### config.mk
export PLATFORM = sky130hd
export DESIGN_NAME = plist_cell
export DESIGN_NICKNAME = d
export VERILOG_FILES = /design/src/rtl/core/positional_list_engine_top_macros.svh /design/src/rtl/core/plist_pkg.sv /design/src/rtl/core/plist_cell.sv
export SDC_FILE = /design/constraint.sdc
export NUM_CORES = 1
export LEC_CHECK = 0
export ABC_AREA = 1
export ABC_CLOCK_PERIOD_IN_PS = 2600
export BUFFER_PORTS_ARGS = -buffer_cell sky130_fd_sc_hd__buf_2
export CELL_PAD_IN_SITES_DETAIL_PLACEMENT = 1
export CELL_PAD_IN_SITES_GLOBAL_PLACEMENT = 1
export CORE_MARGIN = 10
export CORE_UTILIZATION = 26
export DETAILED_ROUTE_END_ITERATION = 10
export PLACE_DENSITY = 0.84
export SLEW_MARGIN = 20
export SYNTH_ARGS = -nofsm -noshare
export SYNTH_HDL_FRONTEND = slang
export SYNTH_SLANG_ARGS = --single-unit
### constraint.sdc
create_clock -name aclk -period 2.6 [get_ports aclk]
set_input_delay 0.52 -clock aclk [delete_from_list [all_inputs] [get_ports aclk]]
set_output_delay 0.52 -clock aclk [all_outputs]
set_load 0.03 [all_outputs]
### src/rtl/core/positional_list_engine_top_macros.svh
// Assertion macros for the positional list engine.
`ifndef POSITIONAL_LIST_ENGINE_TOP_MACROS_SVH
`define POSITIONAL_LIST_ENGINE_TOP_MACROS_SVH

`ifndef NO_ASSERTIONS
// Check on every clock edge outside reset.
`define PLIST_ASSERT(lbl, prop, msg) \
    lbl: assert property (@(posedge aclk) disable iff (!aresetn) prop) else $error(msg);
// Check on every clock edge, reset included.
`define PLIST_ASSERT_ALWAYS(lbl, prop, msg) \
    lbl: assert property (@(posedge aclk) prop) else $error(msg);
`else
`define PLIST_ASSERT(lbl, prop, msg)
`define PLIST_ASSERT_ALWAYS(lbl, prop, msg)
`endif

`endif

### src/rtl/core/plist_pkg.sv
`timescale 1ns / 1ps
package plist_pkg;

    // List geometry
    localparam int DEPTH  = 64;
    localparam int IDX_W  = $clog2(DEPTH);
    localparam int CNT_W  = $clog2(DEPTH + 1);
    localparam int POS_W  = 7;
    localparam int DATA_W = 32;
    localparam int CMP_W  = (CNT_W > POS_W) ? CNT_W : POS_W;

    // Request opcodes
    localparam logic [2:0] OP_APPEND = 3'd0;
    localparam logic [2:0] OP_INSERT = 3'd1;
    localparam logic [2:0] OP_DELETE = 3'd2;
    localparam logic [2:0] OP_READ   = 3'd3;
    localparam logic [2:0] OP_FIND   = 3'd4;

    // Result status codes
    localparam logic [1:0] ST_OK      = 2'd0;
    localparam logic [1:0] ST_RANGE   = 2'd1;
    localparam logic [1:0] ST_FULL    = 2'd2;
    localparam logic [1:0] ST_MISSING = 2'd3;

    // Sequencer states
    typedef enum logic [1:0] {
        S_IDLE,
        S_EXEC,
        S_OUT
    } seq_state_t;

    // Sequencer strobes to the datapath
    typedef struct packed {
        logic exec;
        logic load;
    } seq_ctl_t;

    // Command broadcast to every cell
    typedef struct packed {
        logic              ins;
        logic              del;
        logic              srch;
        logic [CMP_W-1:0]  pos;
        logic [CNT_W-1:0]  cnt;
        logic [DATA_W-1:0] val;
    } cell_cmd_t;

endpackage

### src/rtl/core/plist_cell.sv
`timescale 1ns / 1ps
module plist_cell
    import plist_pkg::*;
(
    input  logic              aclk,
    input  logic              aresetn,
    input  logic [IDX_W-1:0]  idx,
    input  cell_cmd_t         cmd,
    input  logic [DATA_W-1:0] left_entry,
    input  logic [DATA_W-1:0] right_entry,
    output logic [DATA_W-1:0] entry,
    output logic [DATA_W-1:0] rd_word,
    output logic              hit
);

    logic [DATA_W-1:0] entry_reg;
    logic [DATA_W-1:0] entry_next;
    logic              hit_reg;
    logic              hit_next;
    logic [CMP_W-1:0]  idx_ext;
    logic [CMP_W-1:0]  cnt_ext;

    assign idx_ext = CMP_W'(idx);
    assign cnt_ext = CMP_W'(cmd.cnt);

    // Shift up for insert, shift down for delete, else hold
    always_comb begin
        entry_next = entry_reg;
        if (cmd.ins) begin
            if (idx_ext > cmd.pos) begin
                entry_next = left_entry;
            end else if (idx_ext == cmd.pos) begin
                entry_next = cmd.val;
            end
        end else if (cmd.del) begin
            if (idx_ext >= cmd.pos) begin
                entry_next = right_entry;
            end
        end
    end

    // Match only live entries
    always_comb begin
        hit_next = hit_reg;
        if (cmd.srch) begin
            hit_next = (entry_reg == cmd.val) && (idx_ext < cnt_ext);
        end
    end

    always_ff @(posedge aclk) begin
        entry_reg <= entry_next;
    end

    always_ff @(posedge aclk) begin
        if (!aresetn) begin
            hit_reg <= 1'b0;
        end else begin
            hit_reg <= hit_next;
        end
    end

    assign entry   = entry_reg;
    assign hit     = hit_reg;
    assign rd_word = (idx_ext == cmd.pos) ? entry_reg : '0;

endmodule

Word level (Yosys, flattened, before mapping). Index checks and enable logic that the tools add are counted. Widths: inputs -> output; s select.

Add/sub/neg operators: 0. $mul: 0. Div/mod/pow operators: 0. Order comparisons: 3. Eq/ne operators: 3. Shift operators: 0. Muxes and demuxes: 6. Bitwise operators: 0. Reduce and logical (&&, ||, !) cells: 4.

Operator list (count): $mux 32 (6); $eq 32x32->1 (1); $eq 6x7->1 (1); $ge 6x7->1 (1); $gt 6x7->1 (1); $lt 6x7->1 (1); $reduce_bool 2->1 (2); $ne 3x1->1 const B (1); $reduce_and 3->1 (1); $logic_and 1x1->1 (1).

Register bits: 33. Latch bits: 0. Memory bits (writable): 0. ROM bits: 0. Bits of input ports: 121. Output and inout port bits: 65. Memories: 0.

Logic depth before layout (Yosys ltp). Gate-level depths: netlist of the first run.

Depth after elaboration: 4. Gate-level depth with buffers: 12. Gate-level depth less buffers: 11.

Least setup slack after synthesis of the first run. Ideal clock, no wire load.

Path kind: input -> register. Start point: input port cmd[41] (netlist name). End point: register entry_reg[0], in the netlist entry[0], enable pin. Setup time: 387 ps. Arrival: 2123 ps. Required time: 2213 ps. Setup slack: 91 ps. Stages on the path: 9. Cell sequence: inv_1 -> ha_1 -> nand2_1 -> o21ai_1 -> nand4_1 -> nand2_2 -> buf_4 -> o22ai_1 -> inv_1.

Cells in the longest elaborated chain, start to end: 3. Elaborated cells on any way between the ends: 6. Classes of those cells: order compare (2); eq/ne (2); reduce/logical (2).

Ends and longest elaborated chain: start, declared (line plist_cell.sv:8) `input cell_cmd_t cmd,`; $gt 6x7->1, or another cell as far along (line plist_cell.sv:30) `if (idx_ext > cmd.pos) begin`; $ne 3x1->1 (no line) / $reduce_bool 2->1 (equally long branches); $reduce_and 3->1 (no line) (*); end signal, assigned (line plist_cell.sv:51) `entry_reg <= entry_next;`; end, declared (line plist_cell.sv:16) `logic [DATA_W-1:0] entry_reg;`.

Every way passes the cells marked *; elsewhere a longest branch is shown, timed or not. A chain may end at the register's enable or synchronous reset.

Worst setup path in the final report of the first run.
Start point: input port idx[5]. End point: output port rd_word[22].

Cells in the longest elaborated chain, start to end: 2.

Ends and longest elaborated chain: start, declared (line plist_cell.sv:7) `input logic [IDX_W-1:0] idx,`; $eq 6x7->1 (line plist_cell.sv:64) `assign rd_word = (idx_ext == cmd.pos) ? entry_reg : '0;`; $mux 32 (line plist_cell.sv:64); end, declared (line plist_cell.sv:12) `output logic [DATA_W-1:0] rd_word,`.

Every way passes these cells.

==> results of run 1 <==
## cells in the final DEF, fill, tap and decap left out, types with 2 or more instances in the layout
cell,n
buf_4,12
buf_12,2
nand2_1,193
nand3_1,42
buf_2,185
nand4_1,6
ha_1,11
nand3_2,28
clkbuf_16,5
nor2_1,48
nand2_2,2
edfxtp_1,32
nor2_2,2
a21oi_1,5
inv_1,118
## power groups by stage
stage	combinational [W]	sequential (W)	clock [W]
CTS	0.000697	0.000706	0.000734
detailed placement	0.000695	0.000716	0
floorplan	0.000314	0.000823	0
finish	0.000681	0.000705	0.000716
global route	0.000770	0.000715	0.000751
global placement	0.000680	0.000715	0
## stage by stage
| stage | hold slack, ns | util, % | setup slack, ns | power, W | cells |
|---|---|---|---|---|---|
| final | 0.461 | 37.6 | 0.181 | 0.00210 | 871 |
| after global routing | 0.471 | 37.6 | 0.0198 | 0.00224 | 871 |
| after global placement | 0.448 | 36.1 | 0.192 | 0.00140 | 862 |
| after CTS | 0.460 | 37.6 | 0.176 | 0.00214 | 870 |
| after floorplan | 0.584 | - | 0.0906 | 0.00114 | 515 |
| after detailed placement | 0.456 | 36.1 | 0.173 | 0.00141 | 862 |
## worst max path at each step
stage / cells after the start / start / end
2_1_floorplan: 9 / cmd[41] / entry[0]
3_3_place_gp: 10 / idx[5] / rd_word[22]
3_5_place_dp: 10 / idx[5] / rd_word[22]
4_1_cts: 10 / idx[5] / rd_word[22]
5_1_grt: 11 / cmd[44] / rd_word[22]
6_report: 10 / idx[5] / rd_word[22]
## routing by layer
metal	up-vias	track usage [%]
li1	1916	-
met1	1681	17.3
met5	-	0
met2	121	26.1
met4	0	2.78
met3	12	4.54
## cell type report
cell class	instances	area [µm²]	area share (%)
Multi-Input combinational cell	343	1660	36.7
Timing Repair Buffer	199	1060	23.3
Sequential cell	33	981	21.6
Inverter	119	447	9.85
Tap cell	168	210	4.64
Clock buffer	7	143	3.15
Clock inverter	1	30.0	0.662
Antenna cell	1	2.50	0.0552
## logic make-up after synthesis
family                   Yosys count
XOR/XNOR                           2
buffers and inverters            139
AND/OR/NAND/NOR                  321
adder cells (fa/ha/maj)           11
flip-flops                        33
AO/OA/AOI/OAI                      9
## cells in the mapped netlist, drive strengths merged
library cell / instances / share of area, %
nand2: 195 / 23
inv: 119 / 14
nand3: 70 / 15
nor2: 50 / 6.0
edfxtp: 32 / 30
buf: 11 / 2.9
ha: 11 / 4.3
clkbuf: 9 / 1.0
nand4: 6 / 1.2
a21oi: 5 / 0.78
a21o: 1 / 0.23
a22oi: 1 / 0.23
dfxtp: 1 / 0.62
o21ai: 1 / 0.16
o22ai: 1 / 0.19
xnor2: 1 / 0.27
xor2: 1 / 0.27
## critical path, delay by kind of cell
kind / cells / cell delay [ns]
fa+ha+maj: 1 / 0.27
buf+inv: 5 / 0.63
simple gates: 4 / 0.47
==> flow_metrics.py, run 1 <==
metrics = {
    "detailed_routing": {
        "vias": 3730,
        "drt-initial-drc-count": 101,
        "drt-vias-per-instance": 4.28,
        "wl_mm": 13.3,
        "avgRoutedWirePerCell_um": 15.2,
        "ant_nets": 0,
        "highest_layer": "met4",
        "routed-wl-met3_um": 915,
        "met1_length_mm": 5.72,
        "wl_met2_mm": 6.43,
        "drc_errors": 0,
        "dr.pass1.iters": 4,
    },
    "yosys": {
        "synth-seq-cells": 33,
        "syn_nets": 647,
        "synthMuxAreaShare_pct": 0,
        "mappedNetlistArea_um2": 3220,
        "ys_seq_area_share_pct": 30.5,
        "synth_top_family_by_area": "simple AND/OR/NAND/NOR gates",
        "yosys.area_share.simple_pct": 45.3,
        "syn_area_per_cell_um2": 6.25,
        "syn-instance-count": 515,
        "synthXorXnorAreaFrac_pct": 0.544,
        "synth_compound_area_share_pct": 1.59,
        "yosys_warnings": 0,
        "yosysUniqueCellTypes": 23,
        "synthAdderAreaFrac_pct": 4.28,
    },
    "power_and_ir_drop": {
        "pwr-share-seq_pct": 33.5,
        "worst_ir_drop_vdd_uv": 258,
        "clkPwrFrac_pct": 34.1,
        "p_sw_share_pct": 34.5,
        "netSwitchingPower_w": 0.000724,
        "power.density_nw_per_um2": 464,
        "p_leak_nw": 2.81,
        "p_int_w": 0.00138,
        "p_comb_share_pct": 32.4,
    },
    "timing": {
        "worstMarginPinSlew_ns": 0.376,
        "hold_violations": 0,
        "setup_viol": 0,
        "rsz0062_at_grt": "no",
        "min_period_over_period_pct": 93.0,
        "fmax_mhz": 413,
        "finalMaxSlewViolations": 0,
        "slew_headroom_pct": 75.0,
        "finalCriticalPeriod_ns": 2.42,
        "tns_ns": 0,
        "fin_worst_skew_ns": 0.00348,
    },
    "final_layout": {
        "syn_to_final_growth_pct": 40.8,
        "final_cell_area_um2": 4530,
        "largest_reg_flops": 32,
        "nFillCells": 1674,
        "fin_nets": 833,
        "drive_gt1_share_pct": 34.0,
    },
    "clock_tree": {
        "clock_latency_ns": 0.28,
        "worst_setup_hold_path_clk_slew_ns": 0.06,
        "cts.sinks": 33,
        "numCtsBuffers": 5,
        "clock_path_buffers": 2,
        "cts_setup_buffers": 0,
        "cts_resized": 0,
        "root_buffer": "clkbuf_16",
        "holdBufCountCts": 0,
        "h-tree-depth": 2,
        "cts_tree": "done",
    },
    "flow_run": {
        "cap_violations": 0,
    },
    "critical_path": {
        "critPathMaxStageDelay_ns": 0.27,
        "reg2reg_depth": 9,
        "crit_slowest_cell": "ha_1",
        "r2r-start": "entry[16]",
        "crit_fanout": 34,
        "cp-start-kind": "input port",
        "r2r_slack_ns": 1.24,
        "cp-end-kind": "output pin",
        "worstPathRequired_ns": 2.08,
        "worstPathCellList": "buf_2 > ha_1 > inv_1 > nor2_2 > nand3_1 > nor2_2 > inv_2 > buf_12 > nor2_1 > buf_2",
        "r2r-end": "hit",
        "cp_data_arrival_time_ns": 1.90,
        "crit_type": "in -> out",
    },
    "floorplanning": {
        "core_um2": 12100,
        "io_pins": 186,
        "chipHeight_um": 131,
        "placementRows": 40,
        "start_util_pct": 26.7,
        "die_w_um": 131,
        "fp.dieArea_um2": 17200,
    },
    "min_path": {
        "worstHoldStart": "hit",
        "hold_class": "reg -> reg",
        "holdPathStages": 2,
        "hold_path_end": "hit",
    },
    "grt": {
        "grt_max_degree": 35,
        "grt_first_pass_wirelength_mm": 20.9,
        "grt_pass1_vias": 4065,
        "gr-usage-all-layers_pct": 14.8,
        "gr-total-overflow": 0,
        "antenna_found_initial": 1,
    },
    "place": {
        "port_buffers": 185,
        "hpwlAfterDp_mm": 11.1,
        "placed_area_um2": 4360,
        "gp_congestion": 0.802,
    },
    "status": {
        "status": "completed",
    },
}
Power figures use the tool's default switching activity.
==> run 2: changes to the inputs <==
--- a/config.mk
+++ b/config.mk
@@ -13,6 +13,7 @@
 export CORE_MARGIN = 10
 export CORE_UTILIZATION = 26
 export DETAILED_ROUTE_END_ITERATION = 10
+export GPL_ROUTABILITY_DRIVEN = 1
 export PLACE_DENSITY = 0.84
 export SLEW_MARGIN = 20
 export SYNTH_ARGS = -nofsm -noshare
==> constraint.sdc (replaced) <==
create_clock -name aclk -period 2.6 [get_ports aclk]
set_input_delay 0.26 -clock aclk [delete_from_list [all_inputs] [get_ports aclk]]
set_output_delay 0.26 -clock aclk [all_outputs]
set_load 0.03 [all_outputs]
==> run 2 against run 1 <==
  * Cell count is 0.34% lower
  * Worst hold slack lost 0.27 ns
  * Fmax is 19% higher
  * Wire length grew 1.8%
  * Largest power group unchanged
==> flow_metrics.py, run 2 (synthesis results as in run 1) <==
metrics = {
    "power_and_ir_drop": {
        "pwr-share-seq_pct": 33.6,
        "clkPwrFrac_pct": 34.1,
        "power_w": 0.00210,
        "worst_ir_drop_vdd_uv": 287,
        "p_comb_share_pct": 32.3,
        "p_sw_share_pct": 34.6,
        "netSwitchingPower_w": 0.000728,
        "power.density_nw_per_um2": 467,
        "p_leak_nw": 2.79,
        "p_int_w": 0.00138,
    },
    "floorplanning": {
        "die_w_um": 131,
        "fp.dieArea_um2": 17200,
        "start_util_pct": 26.7,
        "chipHeight_um": 131,
        "core_um2": 12100,
        "placementRows": 40,
        "io_pins": 186,
    },
    "timing": {
        "slew_headroom_pct": 72.2,
        "setup_ws_ns": 0.574,
        "finalMaxSlewViolations": 0,
        "hold_violations": 0,
        "finalCriticalPeriod_ns": 2.03,
        "rsz0062_at_grt": "no",
        "timing.hold.ws_ns": 0.194,
        "fin_worst_skew_ns": 0.00591,
        "min_period_over_period_pct": 77.9,
        "setup_viol": 0,
        "worstMarginPinSlew_ns": 0.416,
        "tns_ns": 0,
        "fmax_mhz": 494,
    },
    "critical_path": {
        "crit_slowest_cell": "ha_1",
        "cp-start-kind": "input port",
        "crit_fanout": 25,
        "cp_data_arrival_time_ns": 1.77,
        "crit_type": "in -> out",
        "worstPathCellList": "buf_2 > ha_1 > inv_1 > nor2_2 > nand3_1 > nor2_2 > inv_2 > buf_4 > nor2_1 > buf_2",
        "cp-end-kind": "output pin",
        "worstPathRequired_ns": 2.34,
        "critPathMaxStageDelay_ns": 0.27,
        "crit_family": "buffers and inverters",
        "critPathBufInv": 5,
    },
    "grt": {
        "grt_pass1_vias": 4078,
        "grt_util_met2_pct": 27.0,
        "gr-total-overflow": 0,
        "grt_max_degree": 35,
        "gr-usage-all-layers_pct": 15.1,
        "busiest_layer": "met2",
        "antenna_found_initial": 2,
        "grt_first_pass_wirelength_mm": 21.3,
        "use_met1_pct": 17.3,
        "use_met3_pct": 4.46,
    },
    "clock_tree": {
        "cts_resized": 0,
        "root_buffer": "clkbuf_16",
        "numCtsBuffers": 5,
        "worst_setup_hold_path_clk_slew_ns": 0.06,
        "cts.sinks": 33,
        "cts_setup_buffers": 0,
        "clock_latency_ns": 0.28,
        "cts_tree": "done",
        "clock_path_buffers": 2,
        "h-tree-depth": 2,
        "holdBufCountCts": 0,
    },
    "place": {
        "port_buffers": 185,
        "hpwlAfterDp_mm": 11.0,
        "gp_congestion": 0.821,
        "post-place-ws_ns": 0.492,
    },
    "detailed_routing": {
        "drt-initial-drc-count": 115,
        "avgRoutedWirePerCell_um": 15.5,
        "vias": 3762,
        "wl_mm": 13.5,
        "drt-vias-per-instance": 4.33,
        "dr.pass1.iters": 4,
        "ant_nets": 0,
        "drc_errors": 0,
    },
    "final_layout": {
        "drive_gt1_share_pct": 33.7,
        "fin_nets": 829,
        "largest_reg_flops": 32,
        "final_cell_mix": "nand2_1 (193), buf_2 (185), inv_1 (118)",
        "final_common_cell": "nand2_1",
        "syn_to_final_growth_pct": 40.0,
    },
    "flow_run": {
        "cap_violations": 0,
    },
    "status": {
        "status": "completed",
    },
    "min_path": {
        "hold_class": "in -> reg",
    },
}
-- run 2: cell count changes in the layout (fill, tap and decap cells not counted), sizes merged --
cell,change
buf,-4
diode,+1
-- run 2: final cells by class --
type	instances	area, µm²
Antenna cell	2	5.00
Clock buffer	7	143
Clock inverter	1	30.0
Fill cell	1674	7560
Inverter	119	447
Multi-Input combinational cell	343	1660
Sequential cell	33	981
Tap cell	168	210
Timing Repair Buffer	195	1030
-- run 2: path summary, 6_finish.rpt --
| check | start | to | slack (ns) | cells after the start |
|---|---|---|---|---|
| setup / recovery | idx[5] | rd_word[0] | 0.57 | 10 |
| hold / removal | aresetn | hit | 0.19 | 3 |
| setup reg to reg | entry[16] | hit | 1.23 | 9 |
| hold reg to reg | hit | hit | 0.46 | 2 |
-- run 2: per-stage QoR --
step	area, µm²	utilization (%)	instances
global route	4510	37.4	868
floorplan	3220	-	515
detailed placement	4330	35.9	858
finish	4510	37.4	868
global placement	4330	35.9	858
CTS	4500	37.3	866
-- run 2: worst register-to-register path, delay by kind of cell (launching register included) --
kind | cells | cell delay, ns
flip-flops | 1 | 0.41
AND/OR/NAND/NOR | 8 | 0.77
AO/OA/AOI/OAI | 1 | 0.11
-- run 2: power by group through the flow --
stage / Clock (W) / Sequential (W) / Combinational (W)
final: 0.000718 / 0.000706 / 0.000680
after global routing: 0.000761 / 0.000715 / 0.000763
after CTS: 0.000736 / 0.000707 / 0.000692
after detailed placement: 0 / 0.000717 / 0.000689
after global placement: 0 / 0.000716 / 0.000675
after floorplan: 0 / 0.000823 / 0.000314
-- run 2: per-layer routing --
layer  vias to the layer above  share of wire [%]
li1                       1910                  -
met3                         9                6.9
met2                       117                 50
met5                         -                  0
met1                      1726                 42
met4                         0                1.0
